$ cat src/rtl/tmad_pkg.sv
`timescale 1ns / 1ps
// shared types and constants for the touch motion accumulator drain block
// no dependencies; used by tmad_track, tmad_axis and the top level

package tmad_pkg;

    typedef enum logic {
        MODE_TOUCH = 1'b0,
        MODE_READ  = 1'b1
    } t_mode;

    typedef enum logic [1:0] {
        CFG_MOTION_GAIN    = 2'd0,
        CFG_FAST_THRESHOLD = 2'd1,
        CFG_FAST_STEP      = 2'd2
    } t_cfg_idx;

    localparam int unsigned CFG_DATA_W = 8;

    localparam logic [3:0] GAIN_RESET      = 4'd2;
    localparam logic [7:0] THRESHOLD_RESET = 8'd10;
    localparam logic [3:0] FAST_STEP_RESET = 4'd2;

    localparam logic [7:0] COUNT_MAX  = 8'hff;
    localparam logic [7:0] SWITCH_ON  = 8'h80;
    localparam logic [7:0] SWITCH_OFF = 8'h00;

    // movement handed from the position tracker to the two axis counters
    typedef struct packed {
        logic              move;
        logic signed [8:0] dx;
        logic signed [8:0] dy;
    } t_move;

    // gain and drain settings shared by both axes
    typedef struct packed {
        logic [3:0] gain;
        logic [7:0] threshold;
        logic [3:0] fast_step;
    } t_axis_cfg;

endpackage

$ cat src/rtl/tmad_in_if.sv
`timescale 1ns / 1ps
// input channel: touch samples and host reads with valid/ready handshake
// depends on nothing but carries plain logic fields

interface tmad_in_if;
    logic       valid;
    logic       ready;
    logic       mode;
    logic       touch_start;
    logic [7:0] x_pos;
    logic [7:0] y_pos;
    logic       button_pressed;

    modport source (
        output valid, mode, touch_start, x_pos, y_pos, button_pressed,
        input  ready
    );
    modport sink (
        input  valid, mode, touch_start, x_pos, y_pos, button_pressed,
        output ready
    );
endinterface

$ cat src/rtl/tmad_out_if.sv
`timescale 1ns / 1ps
// output channel: drain steps and switch byte per host read
// depends on nothing but carries plain logic fields

interface tmad_out_if;
    logic       valid;
    logic       ready;
    logic [3:0] right_step;
    logic [3:0] left_step;
    logic [3:0] down_step;
    logic [3:0] up_step;
    logic [7:0] switch_byte;

    modport source (
        output valid, right_step, left_step, down_step, up_step, switch_byte,
        input  ready
    );
    modport sink (
        input  valid, right_step, left_step, down_step, up_step, switch_byte,
        output ready
    );
endinterface

$ cat src/rtl/tmad_track.sv
`timescale 1ns / 1ps
// position tracker: touch-start arming, first-move skip, delta and button state
// depends on tmad_pkg

module tmad_track (
    input  logic               i_clk,
    input  logic               i_rst_n,
    input  logic               i_touch_en,
    input  logic               i_touch_start,
    input  logic [7:0]         i_x_pos,
    input  logic [7:0]         i_y_pos,
    input  logic               i_button_pressed,
    output tmad_pkg::t_move    o_move,
    output logic               o_button_held
);

    logic [7:0] r_last_x, n_last_x;
    logic [7:0] r_last_y, n_last_y;
    logic       r_tracking, n_tracking;
    logic       r_skip, n_skip;
    logic       r_button, n_button;
    logic       w_moved;

    assign w_moved = (i_x_pos != r_last_x) || (i_y_pos != r_last_y);

    always_comb begin
        n_last_x   = r_last_x;
        n_last_y   = r_last_y;
        n_tracking = r_tracking;
        n_skip     = r_skip;
        n_button   = r_button;
        o_move.move = 1'b0;
        o_move.dx   = $signed({1'b0, i_x_pos}) - $signed({1'b0, r_last_x});
        o_move.dy   = $signed({1'b0, i_y_pos}) - $signed({1'b0, r_last_y});
        if (i_touch_en) begin
            n_button = i_button_pressed;
            if (i_touch_start) begin
                // latch position; move stays low so nothing moves
                n_tracking = 1'b1;
                n_skip     = 1'b1;
                n_last_x   = i_x_pos;
                n_last_y   = i_y_pos;
            end else if (r_tracking && w_moved) begin
                if (r_skip) begin
                    n_skip = 1'b0;
                end else begin
                    o_move.move = 1'b1;
                end
                n_last_x = i_x_pos;
                n_last_y = i_y_pos;
            end
        end
    end

    always_ff @(posedge i_clk) begin
        if (!i_rst_n) begin
            r_last_x   <= '0;
            r_last_y   <= '0;
            r_tracking <= 1'b0;
            r_skip     <= 1'b0;
            r_button   <= 1'b0;
        end else begin
            r_last_x   <= n_last_x;
            r_last_y   <= n_last_y;
            r_tracking <= n_tracking;
            r_skip     <= n_skip;
            r_button   <= n_button;
        end
    end

    assign o_button_held = r_button;

endmodule

$ cat src/rtl/tmad_axis.sv
`timescale 1ns / 1ps
// one axis: plus/minus byte counters, gain accumulate with clamp, host drain
// depends on tmad_pkg

module tmad_axis (
    input  logic                  i_clk,
    input  logic                  i_rst_n,
    input  tmad_pkg::t_axis_cfg   i_cfg,
    input  logic                  i_move_en,
    input  logic signed [8:0]     i_delta,
    input  logic                  i_read_en,
    output logic [3:0]            o_plus_step,
    output logic [3:0]            o_minus_step
);

    logic [7:0]         r_plus, n_plus;
    logic [7:0]         r_minus, n_minus;
    logic signed [13:0] w_prod;
    logic signed [13:0] w_total;
    logic [7:0]         w_plus_rest;
    logic [7:0]         w_minus_rest;

    // fast step above threshold, else one while nonzero, else nothing
    always_comb begin
        if (r_plus > i_cfg.threshold) begin
            o_plus_step = i_cfg.fast_step;
        end else if (r_plus != 8'd0) begin
            o_plus_step = 4'd1;
        end else begin
            o_plus_step = 4'd0;
        end
        if (r_minus > i_cfg.threshold) begin
            o_minus_step = i_cfg.fast_step;
        end else if (r_minus != 8'd0) begin
            o_minus_step = 4'd1;
        end else begin
            o_minus_step = 4'd0;
        end
        w_plus_rest  = (r_plus >= {4'd0, o_plus_step}) ?
                       (r_plus - {4'd0, o_plus_step}) : 8'd0;
        w_minus_rest = (r_minus >= {4'd0, o_minus_step}) ?
                       (r_minus - {4'd0, o_minus_step}) : 8'd0;
    end

    assign w_prod  = 14'(i_delta * $signed({1'b0, i_cfg.gain}));
    assign w_total = $signed({6'd0, r_plus}) - $signed({6'd0, r_minus}) + w_prod;

    always_comb begin
        n_plus  = r_plus;
        n_minus = r_minus;
        if (i_move_en) begin
            if (w_total <= -14'sd255) begin
                n_plus  = 8'd0;
                n_minus = tmad_pkg::COUNT_MAX;
            end else if (w_total <= 14'sd0) begin
                n_plus  = 8'd0;
                n_minus = 8'((-w_total));
            end else if (w_total <= 14'sd255) begin
                n_plus  = 8'(w_total);
                n_minus = 8'd0;
            end else begin
                n_plus  = tmad_pkg::COUNT_MAX;
                n_minus = 8'd0;
            end
        end else if (i_read_en) begin
            n_plus  = w_plus_rest;
            n_minus = w_minus_rest;
        end
    end

    always_ff @(posedge i_clk) begin
        if (!i_rst_n) begin
            r_plus  <= '0;
            r_minus <= '0;
        end else begin
            r_plus  <= n_plus;
            r_minus <= n_minus;
        end
    end

    // the clamp and the drain never leave both directions nonzero
    a_one_side: assert property (@(posedge i_clk) disable iff (!i_rst_n)
        !((r_plus != 8'd0) && (r_minus != 8'd0)))
        else $error("both direction counters nonzero");

    // a move and a read never land on the same item
    a_excl_ops: assert property (@(posedge i_clk) disable iff (!i_rst_n)
        !(i_move_en && i_read_en))
        else $error("move and read in the same cycle");

    // a read of an empty counter leaves it empty
    a_empty_stays: assert property (@(posedge i_clk) disable iff (!i_rst_n)
        (i_read_en && (r_plus == 8'd0)) |=> (r_plus == 8'd0))
        else $error("read raised an empty counter");

endmodule

$ cat src/rtl/touch_motion_accumulator_drain.sv
`timescale 1ns / 1ps
// top level of the touch motion accumulator with host drain
// depends on tmad_pkg, tmad_in_if, tmad_out_if, tmad_track, tmad_axis
//
// usage
// - i_in carries touch samples (mode 0) and host reads (mode 1); one
//   transaction per clock when valid and ready are both high
// - a touch sample produces no output; it updates the latched position,
//   the button state and, once tracking is armed and past its first move,
//   the four motion byte counters
// - each host read produces exactly one o_out transaction with the four
//   drain steps and the switch byte, then lowers the counters
// - an accepted transaction is first held in the input register; its state
//   update and (for a read) the output register load happen as it leaves
//   that register, which a read can only do once the output slot is free
// - throughput: one transaction per cycle unless a read stalls on o_out, as
//   the counters take each update as it leaves the input register
// - when o_out stalls, a pending read waits in the input register and
//   i_in.ready drops only once that register holds an unissued read;
//   touch samples keep flowing past a full output register
// - configuration: i_cfg_we writes i_cfg_data to the register at i_cfg_idx;
//   write only while idle (the block does not enforce this); unknown indexes are dropped
// - synchronous active-low reset clears all counters, tracking, the button
//   state, both valid flags and loads the default configuration

module touch_motion_accumulator_drain (
    input  logic                               i_clk,
    input  logic                               i_rst_n,
    input  logic                               i_cfg_we,
    input  logic [1:0]                         i_cfg_idx,
    input  logic [tmad_pkg::CFG_DATA_W-1:0]    i_cfg_data,
    tmad_in_if.sink                            i_in,
    tmad_out_if.source                         o_out
);

    // configuration registers
    logic [3:0] r_gain;
    logic [7:0] r_threshold;
    logic [3:0] r_fast_step;

    always_ff @(posedge i_clk) begin
        if (!i_rst_n) begin
            r_gain      <= tmad_pkg::GAIN_RESET;
            r_threshold <= tmad_pkg::THRESHOLD_RESET;
            r_fast_step <= tmad_pkg::FAST_STEP_RESET;
        end else if (i_cfg_we) begin
            case (tmad_pkg::t_cfg_idx'(i_cfg_idx))
                tmad_pkg::CFG_MOTION_GAIN:    r_gain      <= i_cfg_data[3:0];
                tmad_pkg::CFG_FAST_THRESHOLD: r_threshold <= i_cfg_data[7:0];
                tmad_pkg::CFG_FAST_STEP:      r_fast_step <= i_cfg_data[3:0];
                default: ;
            endcase
        end
    end

    tmad_pkg::t_axis_cfg w_axis_cfg;
    assign w_axis_cfg.gain      = r_gain;
    assign w_axis_cfg.threshold = r_threshold;
    assign w_axis_cfg.fast_step = r_fast_step;

    // input register
    logic            r_in_valid;
    tmad_pkg::t_mode r_in_mode;
    logic            r_in_begin;
    logic [7:0]      r_in_x;
    logic [7:0]      r_in_y;
    logic            r_in_button;

    // output register
    logic       r_out_valid;
    logic [3:0] r_right, r_left, r_down, r_up;
    logic [7:0] r_switch;

    logic w_out_free;
    logic w_proc;
    logic w_in_fire;
    logic w_touch_en;
    logic w_read_en;

    // output slot is free if empty or being taken this cycle
    assign w_out_free = !r_out_valid || o_out.ready;
    // touch samples never wait; reads wait for the output slot
    assign w_proc     = r_in_valid &&
                        ((r_in_mode == tmad_pkg::MODE_TOUCH) || w_out_free);
    assign w_touch_en = w_proc && (r_in_mode == tmad_pkg::MODE_TOUCH);
    assign w_read_en  = w_proc && (r_in_mode == tmad_pkg::MODE_READ);

    assign i_in.ready = !r_in_valid || w_proc;
    assign w_in_fire  = i_in.valid && i_in.ready;

    always_ff @(posedge i_clk) begin
        if (!i_rst_n) begin
            r_in_valid <= 1'b0;
        end else if (w_in_fire) begin
            r_in_valid <= 1'b1;
        end else if (w_proc) begin
            r_in_valid <= 1'b0;
        end
    end

    always_ff @(posedge i_clk) begin
        if (w_in_fire) begin
            r_in_mode   <= tmad_pkg::t_mode'(i_in.mode);
            r_in_begin  <= i_in.touch_start;
            r_in_x      <= i_in.x_pos;
            r_in_y      <= i_in.y_pos;
            r_in_button <= i_in.button_pressed;
        end
    end

    // position tracking and button state
    tmad_pkg::t_move w_move;
    logic            w_button_held;

    tmad_track u_track (
        .i_clk            (i_clk),
        .i_rst_n          (i_rst_n),
        .i_touch_en       (w_touch_en),
        .i_touch_start    (r_in_begin),
        .i_x_pos          (r_in_x),
        .i_y_pos          (r_in_y),
        .i_button_pressed (r_in_button),
        .o_move           (w_move),
        .o_button_held    (w_button_held)
    );

    // per-axis counters
    logic [3:0] w_right, w_left, w_down, w_up;

    tmad_axis u_axis_x (
        .i_clk        (i_clk),
        .i_rst_n      (i_rst_n),
        .i_cfg        (w_axis_cfg),
        .i_move_en    (w_move.move),
        .i_delta      (w_move.dx),
        .i_read_en    (w_read_en),
        .o_plus_step  (w_right),
        .o_minus_step (w_left)
    );

    tmad_axis u_axis_y (
        .i_clk        (i_clk),
        .i_rst_n      (i_rst_n),
        .i_cfg        (w_axis_cfg),
        .i_move_en    (w_move.move),
        .i_delta      (w_move.dy),
        .i_read_en    (w_read_en),
        .o_plus_step  (w_down),
        .o_minus_step (w_up)
    );

    // result register
    always_ff @(posedge i_clk) begin
        if (!i_rst_n) begin
            r_out_valid <= 1'b0;
        end else if (w_read_en) begin
            r_out_valid <= 1'b1;
        end else if (o_out.ready) begin
            r_out_valid <= 1'b0;
        end
    end

    always_ff @(posedge i_clk) begin
        if (w_read_en) begin
            r_right  <= w_right;
            r_left   <= w_left;
            r_down   <= w_down;
            r_up     <= w_up;
            r_switch <= w_button_held ? tmad_pkg::SWITCH_ON : tmad_pkg::SWITCH_OFF;
        end
    end

    assign o_out.valid       = r_out_valid;
    assign o_out.right_step  = r_right;
    assign o_out.left_step   = r_left;
    assign o_out.down_step   = r_down;
    assign o_out.up_step     = r_up;
    assign o_out.switch_byte = r_switch;

    // a processed read always lands in the output register
    a_read_issues: assert property (@(posedge i_clk) disable iff (!i_rst_n)
        w_read_en |=> r_out_valid)
        else $error("read did not produce a result");

    // output appears only from a read
    a_no_phantom: assert property (@(posedge i_clk) disable iff (!i_rst_n)
        (!r_out_valid && !w_read_en) |=> !r_out_valid)
        else $error("result without a read");

    // a held item is never overwritten
    a_no_overrun: assert property (@(posedge i_clk) disable iff (!i_rst_n)
        (r_in_valid && !w_proc) |-> !w_in_fire)
        else $error("input register overwritten");

    // a stalled result is not replaced by a new read
    a_no_clobber: assert property (@(posedge i_clk) disable iff (!i_rst_n)
        (r_out_valid && !o_out.ready) |-> !w_read_en)
        else $error("pending result replaced");

endmodule
$ cat src/flat_wrapper.sv
// flat-port wrapper written by rule: the top's interface ports become plain ports
module touch_motion_accumulator_drain_flat 
  (i_clk, i_rst_n, i_cfg_we, i_cfg_idx, i_cfg_data, i_in_valid, i_in_mode, i_in_touch_start, i_in_x_pos, i_in_y_pos, i_in_button_pressed, i_in_ready, o_out_valid, o_out_right_step, o_out_left_step, o_out_down_step, o_out_up_step, o_out_switch_byte, o_out_ready);
  tmad_in_if i_in_i ();
  tmad_out_if o_out_i ();
  input  logic i_clk;
  input  logic i_rst_n;
  input  logic i_cfg_we;
  input  logic [1:0] i_cfg_idx;
  input  logic [tmad_pkg::CFG_DATA_W-1:0] i_cfg_data;
  input wire logic [$bits(i_in_i.valid)-1:0] i_in_valid;
  input wire logic [$bits(i_in_i.mode)-1:0] i_in_mode;
  input wire logic [$bits(i_in_i.touch_start)-1:0] i_in_touch_start;
  input wire logic [$bits(i_in_i.x_pos)-1:0] i_in_x_pos;
  input wire logic [$bits(i_in_i.y_pos)-1:0] i_in_y_pos;
  input wire logic [$bits(i_in_i.button_pressed)-1:0] i_in_button_pressed;
  output wire logic [$bits(i_in_i.ready)-1:0] i_in_ready;
  output wire logic [$bits(o_out_i.valid)-1:0] o_out_valid;
  output wire logic [$bits(o_out_i.right_step)-1:0] o_out_right_step;
  output wire logic [$bits(o_out_i.left_step)-1:0] o_out_left_step;
  output wire logic [$bits(o_out_i.down_step)-1:0] o_out_down_step;
  output wire logic [$bits(o_out_i.up_step)-1:0] o_out_up_step;
  output wire logic [$bits(o_out_i.switch_byte)-1:0] o_out_switch_byte;
  input wire logic [$bits(o_out_i.ready)-1:0] o_out_ready;
  assign i_in_i.valid = i_in_valid;
  assign i_in_i.mode = i_in_mode;
  assign i_in_i.touch_start = i_in_touch_start;
  assign i_in_i.x_pos = i_in_x_pos;
  assign i_in_i.y_pos = i_in_y_pos;
  assign i_in_i.button_pressed = i_in_button_pressed;
  assign i_in_ready = i_in_i.ready;
  assign o_out_valid = o_out_i.valid;
  assign o_out_right_step = o_out_i.right_step;
  assign o_out_left_step = o_out_i.left_step;
  assign o_out_down_step = o_out_i.down_step;
  assign o_out_up_step = o_out_i.up_step;
  assign o_out_switch_byte = o_out_i.switch_byte;
  assign o_out_i.ready = o_out_ready;
  touch_motion_accumulator_drain u_core (.i_clk(i_clk), .i_rst_n(i_rst_n), .i_cfg_we(i_cfg_we), .i_cfg_idx(i_cfg_idx), .i_cfg_data(i_cfg_data), .i_in(i_in_i), .o_out(o_out_i));
endmodule
$ cat config.mk
export PLATFORM = sky130hd
export DESIGN_NAME = touch_motion_accumulator_drain_flat
export DESIGN_NICKNAME = d
export VERILOG_FILES = /design/src/rtl/tmad_pkg.sv /design/src/rtl/tmad_in_if.sv /design/src/rtl/tmad_out_if.sv /design/src/rtl/tmad_track.sv /design/src/rtl/tmad_axis.sv /design/src/rtl/touch_motion_accumulator_drain.sv /design/src/flat_wrapper.sv
export SDC_FILE = /design/constraint.sdc
export NUM_CORES = 1
export LEC_CHECK = 0
export ABC_AREA = 1
export BUFFER_PORTS_ARGS = -buffer_cell sky130_fd_sc_hd__buf_4
export CAP_MARGIN = 20
export CORE_MARGIN = 5
export CORE_UTILIZATION = 50
export CTS_CLUSTER_DIAMETER = 150
export DETAILED_ROUTE_END_ITERATION = 7
export GPL_TIMING_DRIVEN = 0
export PLACE_DENSITY = 0.71
export SLEW_MARGIN = 20
export SYNTH_ARGS = -nofsm -noshare
export SYNTH_HDL_FRONTEND = slang
export SYNTH_HIERARCHICAL = 1
export SYNTH_SLANG_ARGS = --single-unit
$ cat constraint.sdc
create_clock -name i_clk -period 8.5 [get_ports i_clk]
set_input_delay 0.425 -clock i_clk [delete_from_list [all_inputs] [get_ports i_clk]]
set_output_delay 0.425 -clock i_clk [all_outputs]
set_load 0.01 [all_outputs]
==> results of run 1 <==
## worst paths after layout
kind                                                from                                      to  slack [ns]  cells after the start
hold / removal                                 i_in_mode              u_core/r_in_mode$_DFFE_PP_        0.24                      1
hold reg to reg   u_core/u_track/r_tracking$_SDFFE_PN0P_  u_core/u_track/r_tracking$_SDFFE_PN0P_        0.45                      2
setup / recovery  u_core/u_axis_y/r_plus[0]$_SDFFE_PN0P_  u_core/u_axis_y/r_plus[2]$_SDFFE_PN0P_        2.67                     32
setup reg to reg  u_core/u_axis_y/r_plus[0]$_SDFFE_PN0P_  u_core/u_axis_y/r_plus[2]$_SDFFE_PN0P_        2.67                     32
## registers in the layout (all words and copies together), names as in the netlist, 8 cells and up
signal and count:
u_core/r_in_x 8, u_core/r_in_y 8, u_core/r_threshold 8, u_core/u_axis_x/r_minus 8, u_core/u_axis_x/r_plus 8, u_core/u_axis_y/r_minus 8, u_core/u_axis_y/r_plus 8, u_core/u_track/r_last_x 8
u_core/u_track/r_last_y 8
## logic make-up after synthesis
kind of cell | count (synthesis) | share of synthesized area
simple gates | 700 | 0.255
buf+inv | 383 | 0.132
compound gates | 203 | 0.0986
fa+ha+maj | 202 | 0.255
flops | 105 | 0.211
xor+xnor | 59 | 0.0478
other cells | 1 | 0.000321
## area by class of cell
class / count / area (sq um) / area share
clock buffers: 10 / 250 / 0.0195
plain buffers: 38 / 241 / 0.0188
repair buffers: 54 / 417 / 0.0325
inverters: 345 / 1290 / 0.101
clock inverters: 6 / 55.1 / 0.00429
flip-flops and latches: 105 / 2460 / 0.192
multi-input cells: 1171 / 7700 / 0.601
well taps: 319 / 399 / 0.0311
## critical path: cells and delay by family (launching register included)
kind	cells	cell delay, ns
adder cells (fa/ha/maj)	6	2.43
buffers and inverters	8	0.70
AND/OR/NAND/NOR	13	1.44
AO/OA/AOI/OAI	5	0.85
flip-flops	1	0.32
## per-layer routing
layer / track usage / vias up
met3: 0.0256 / 32
met1: 0.275 / 4608
met2: 0.338 / 211
met5: 0 / -
li1: - / 5300
met4: 0.0549 / 0
## synthesized netlist by cell type, types with 3 or more instances
cell	instances
xnor2_1	26
buf_2	5
nand3b_1	12
edfxtp_1	36
nor2_2	7
inv_2	3
buf_6	7
a21boi_1	3
xor2_1	29
o21ai_1	6
inv_1	341
nand2_2	12
dfxtp_1	69
nor3_1	10
o21ai_0	63
ha_1	142
a21oi_2	4
fa_1	60
nand4_1	23
nand2_1	359
a21oi_4	3
nand3_2	6
nand3_1	83
o211ai_1	5
nor2_1	179
o21bai_1	5
clkbuf_1	16
buf_4	8
a21oi_1	103
## power groups by stage
| stage | logic (mW) | registers (mW) | clock network, mW |
|---|---|---|---|
| finish | 3.21 | 0.598 | 0.433 |
| global route | 3.69 | 0.602 | 0.461 |
| CTS | 3.21 | 0.598 | 0.443 |
| detailed placement | 3.19 | 0.609 | 0 |
| global placement | 3.13 | 0.609 | 0 |
| floorplan | 2.60 | 0.596 | 0 |
==> impl_metrics.env, run 1 <==
export IMPL_status="finished clean"
export IMPL_htree_levels=3
export IMPL_wl_microns=26000
export IMPL_yosysSeqAreaShare=0.211
export IMPL_vias_per_cell=4.96
export IMPL_nets=1960
export IMPL_finalSetupViolCount=0
export IMPL_switching_share=0.527
export IMPL_dpl_cell_count=2032
export IMPL_fin_area_sq_mm=0.0128
export IMPL_yosysWarnings=6
export IMPL_path_clk_slew_ns=0.08
export IMPL_synth_seq_cells=105
export IMPL_dr_wl_met3_microns=1200
export IMPL_fmax_mhz=171
export IMPL_die_w_microns=163
export IMPL_fin_hold_ws_ns=0.235
export IMPL_syn_inst=1653
export IMPL_internal_power_mw=2.00
export IMPL_start_util=0.502
export IMPL_slowest_stage="fa_1"
export IMPL_pwr_share_comb=0.757
export IMPL_grt_pass1_wl_microns=44600
export IMPL_vdd_drop_max_v=0.000159
export IMPL_ctsResizeCount=0
export IMPL_setup_ws_ns=2.67
export IMPL_rsz0062_at_grt="no"
export IMPL_dr_pass1_iters=7
export IMPL_slew_headroom=0.372
export IMPL_grt_use_total=0.202
export IMPL_critPathArrivalTime_ns=6.09
export IMPL_cp_slowest_stage_delay_ns=0.53
export IMPL_drv_cap=0
export IMPL_synth_main_ff_cell="dfxtp_1"
export IMPL_via_count=10151
export IMPL_syn_cell_area_sq_mm=0.0117
export IMPL_met1_length_microns=12300
export IMPL_finClkSkew_ns=0.0118
export IMPL_numCtsBuffers=9
export IMPL_cts_tree="built"
export IMPL_post_route_min_period_ns=5.83
export IMPL_power_mw=4.24
export IMPL_cts_root_buf="clkbuf_16"
export IMPL_place_hpwl_microns=21500
export IMPL_post_place_ws_ns=2.67
export IMPL_clock_sinks=105
export IMPL_cts_hold_buf=0
export IMPL_clockPowerShare=0.102
export IMPL_drt_iter0_markers=567
export IMPL_synth_cell_type_count=50
export IMPL_tightest_slew_ns=0.934
export IMPL_nFillCells=2268
export IMPL_synth_area_top_cells="ha_1 15%, dfxtp_1 12%, nand2_1 12%"
export IMPL_wl_met2_microns=12000
export IMPL_antenna_found_initial=0
export IMPL_final_cells=2048
export IMPL_worstSetupPathType="flip-flop to flip-flop"
export IMPL_drive_above_1_share=0.0804
export IMPL_clkLatencyLatePin_ns=0.36
export IMPL_drv_slew=0
export IMPL_grt_ovfl_total=0
export IMPL_avgSynthCellArea_sq_um=7.06
export IMPL_layout_common_cells="359 x nand2_1, 341 x inv_1, 178 x nor2_1, 142 x ha_1, 102 x a21oi_1"
export IMPL_final_core_util=0.551
export IMPL_crit_top_cell="inv_1"
export IMPL_wl_per_cell_microns=12.7
export IMPL_final_common_cell="nand2_1"
export IMPL_yosysTopAreaCell="ha_1"
export IMPL_power_frac_seq=0.141
export IMPL_place_congestion=0.884
export IMPL_start_kind="flip-flop"
export IMPL_power_switching_mw=2.24
export IMPL_synthArstFlopShare=0
export IMPL_clockBufferDepth=2
export IMPL_post_cts_setup_buffer_count=0
export IMPL_worstSetupEndpointType="flip-flop"
export IMPL_die_height_microns=163
export IMPL_port_buffers=52
export IMPL_n_antenna_cell=0
export IMPL_topRoutingLayerUsed="met4"
export IMPL_synth_edf_count=36
export IMPL_io_pins=60
export IMPL_fin_setup_tns_ns=0
export IMPL_grt_max_degree=20
export IMPL_drc=0
export IMPL_power_leakage_nw=7.04
export IMPL_syn2layout_area_growth_pct=9.85
export IMPL_coreArea_sq_mm=0.0233
export IMPL_dieArea_sq_mm=0.0265
export IMPL_hold_class="input port to flip-flop"
export IMPL_power_density_mw_per_mm2=331
export IMPL_period_share=0.686
export IMPL_path_max_fanout=8
export IMPL_finalHoldViolCount=0
export IMPL_first_global_vias=9656
export IMPL_synth_top_area_share=0.152
export IMPL_ant_nets=0
export IMPL_row_count=56
export IMPL_crit_required_ns=8.76
export IMPL_placed_area_sq_mm=0.0125
(Power assumes the default switching activity.)
==> run 2: changes to the inputs <==
- clock period: 8.5 -> 5.8 ns (I/O delays scaled with it)
==> impl_metrics.env, run 2 (synthesis gave the netlist of run 1 again) <==
export IMPL_status="finished clean"
export IMPL_cp_slowest_stage_delay_ns=0.63
export IMPL_critPathLaunch="u_core/u_axis_x/r_plus[0]$_SDFFE_PN0P_"
export IMPL_critPathArrivalTime_ns=5.69
export IMPL_power_mw=6.49
export IMPL_place_hpwl_microns=21500
export IMPL_final_common_cell="nand2_1"
export IMPL_start_kind="flip-flop"
export IMPL_min_from="i_in_mode"
export IMPL_post_route_min_period_ns=5.41
export IMPL_finalHoldViolCount=0
export IMPL_port_buffers=52
export IMPL_first_global_vias=9656
export IMPL_grt_max_degree=20
export IMPL_power_density_mw_per_mm2=498
export IMPL_switching_share=0.531
export IMPL_critical_path_top_delay_family="adder cells"
export IMPL_clock_sinks=105
export IMPL_syn2layout_area_growth_pct=11.6
export IMPL_nets=1965
export IMPL_post_place_ws_ns=-0.0312
export IMPL_dr_pass1_iters=5
export IMPL_grt_use_total=0.202
export IMPL_finalSetupViolCount=0
export IMPL_crit_top_cell="inv_1"
export IMPL_slowest_stage="fa_2"
export IMPL_row_count=56
export IMPL_cts_root_buf="clkbuf_16"
export IMPL_cts_hold_buf=0
export IMPL_via_count=10181
export IMPL_clockBufferDepth=2
export IMPL_tightest_slew_ns=0.951
export IMPL_fmax_mhz=185
export IMPL_worstSetupPathType="flip-flop to flip-flop"
export IMPL_hold_class="input port to flip-flop"
export IMPL_place_congestion=0.884
export IMPL_cts_tree="built"
export IMPL_numCtsBuffers=9
export IMPL_drv_cap=0
export IMPL_vdd_drop_max_v=0.000253
export IMPL_io_pins=60
export IMPL_wl_per_cell_microns=12.7
export IMPL_finClkSkew_ns=0.0112
export IMPL_period_share=0.932
export IMPL_internal_power_mw=3.05
export IMPL_coreArea_sq_mm=0.0233
export IMPL_critPathBufInv=6
export IMPL_r2r_start="u_core/u_axis_x/r_plus[0]$_SDFFE_PN0P_"
export IMPL_wl_microns=26100
export IMPL_drive_above_1_share=0.100
export IMPL_drc=0
export IMPL_drv_slew=0
export IMPL_worstSetupEndpointType="flip-flop"
export IMPL_grt_pass1_wl_microns=44600
export IMPL_power_leakage_nw=7.08
export IMPL_pwr_share_comb=0.767
export IMPL_antenna_found_initial=0
export IMPL_grt_ovfl_total=0
export IMPL_dieArea_sq_mm=0.0265
export IMPL_power_frac_seq=0.135
export IMPL_die_w_microns=163
export IMPL_path_max_fanout=6
export IMPL_clockPowerShare=0.098
export IMPL_n_antenna_cell=0
export IMPL_vias_per_cell=4.96
export IMPL_setup_ws_ns=0.395
export IMPL_drt_iter0_markers=524
export IMPL_die_height_microns=163
export IMPL_htree_levels=3
export IMPL_start_util=0.502
export IMPL_ant_nets=0
export IMPL_clkLatencyLatePin_ns=0.36
export IMPL_power_switching_mw=3.44
export IMPL_path_clk_slew_ns=0.08
export IMPL_crit_required_ns=6.09
export IMPL_slew_headroom=0.361
export IMPL_layout_common_cells="356 x nand2_1, 339 x inv_1, 171 x nor2_1, 140 x ha_1, 98 x a21oi_1"
[run 2: cell count changes in the layout (fill, tap and decap cells not counted), sizes merged]
cell,before,now
buf,75,80
[run 2: layer usage]
metal	share of wire	vias up	global-route usage
li1	-	5313	-
met1	0.47	4614	0.275
met3	0.045	36	0.0256
met5	0	-	0
met4	0.020	0	0.0549
met2	0.46	218	0.338
[run 2: cell type report]
class	count	area (sq um)
multi-input combinational	1171	7870
timing repair buffer	59	454
clock inverter	6	55.1
tap	319	399
inverter	345	1290
clock buffer	10	250
fill	2255	10200
sequential	105	2470
buffer	38	241
[run 2: metrics by stage]
step / utilization / TNS, ns / instance area, sq um / cells / hold slack [ns]
2_1_floorplan: - / 0 / 11700 / 1659 / 0.389
3_3_place_gp: 0.537 / 0 / 12500 / 2030 / 0.420
3_5_place_dp: 0.538 / -0.0999 / 12500 / 2032 / 0.433
4_1_cts: 0.551 / 0 / 12800 / 2048 / 0.0873
5_1_grt: 0.560 / -0.0867 / 13000 / 2053 / 0.0867
6_report: 0.560 / 0 / 13000 / 2053 / 0.100
[run 2: final timing paths]
kind	to	slack, ns	cells after the start
max	u_core/u_axis_x/r_minus[3]$_SDFFE_PN0P_	0.39	29
min	u_core/r_in_mode$_DFFE_PP_	0.10	1
max reg2reg	u_core/u_axis_x/r_minus[3]$_SDFFE_PN0P_	0.39	29
min reg2reg	u_core/u_track/r_tracking$_SDFFE_PN0P_	0.45	2
[run 2: power by group through the flow]
stage	Combinational, mW	Clock (mW)	Sequential [mW]
4_1_cts	4.71	0.649	0.876
3_3_place_gp	4.58	0	0.892
6_report	4.98	0.633	0.876
5_1_grt	5.68	0.676	0.883
2_1_floorplan	3.81	0	0.874
3_5_place_dp	4.67	0	0.893
[run 2: repair_timing]
item,in CTS,in global routing
resized for setup,1,38
buffers inserted,0,5
pin swaps,0,10
setup endpoints to repair,10,32
gates cloned,0,0
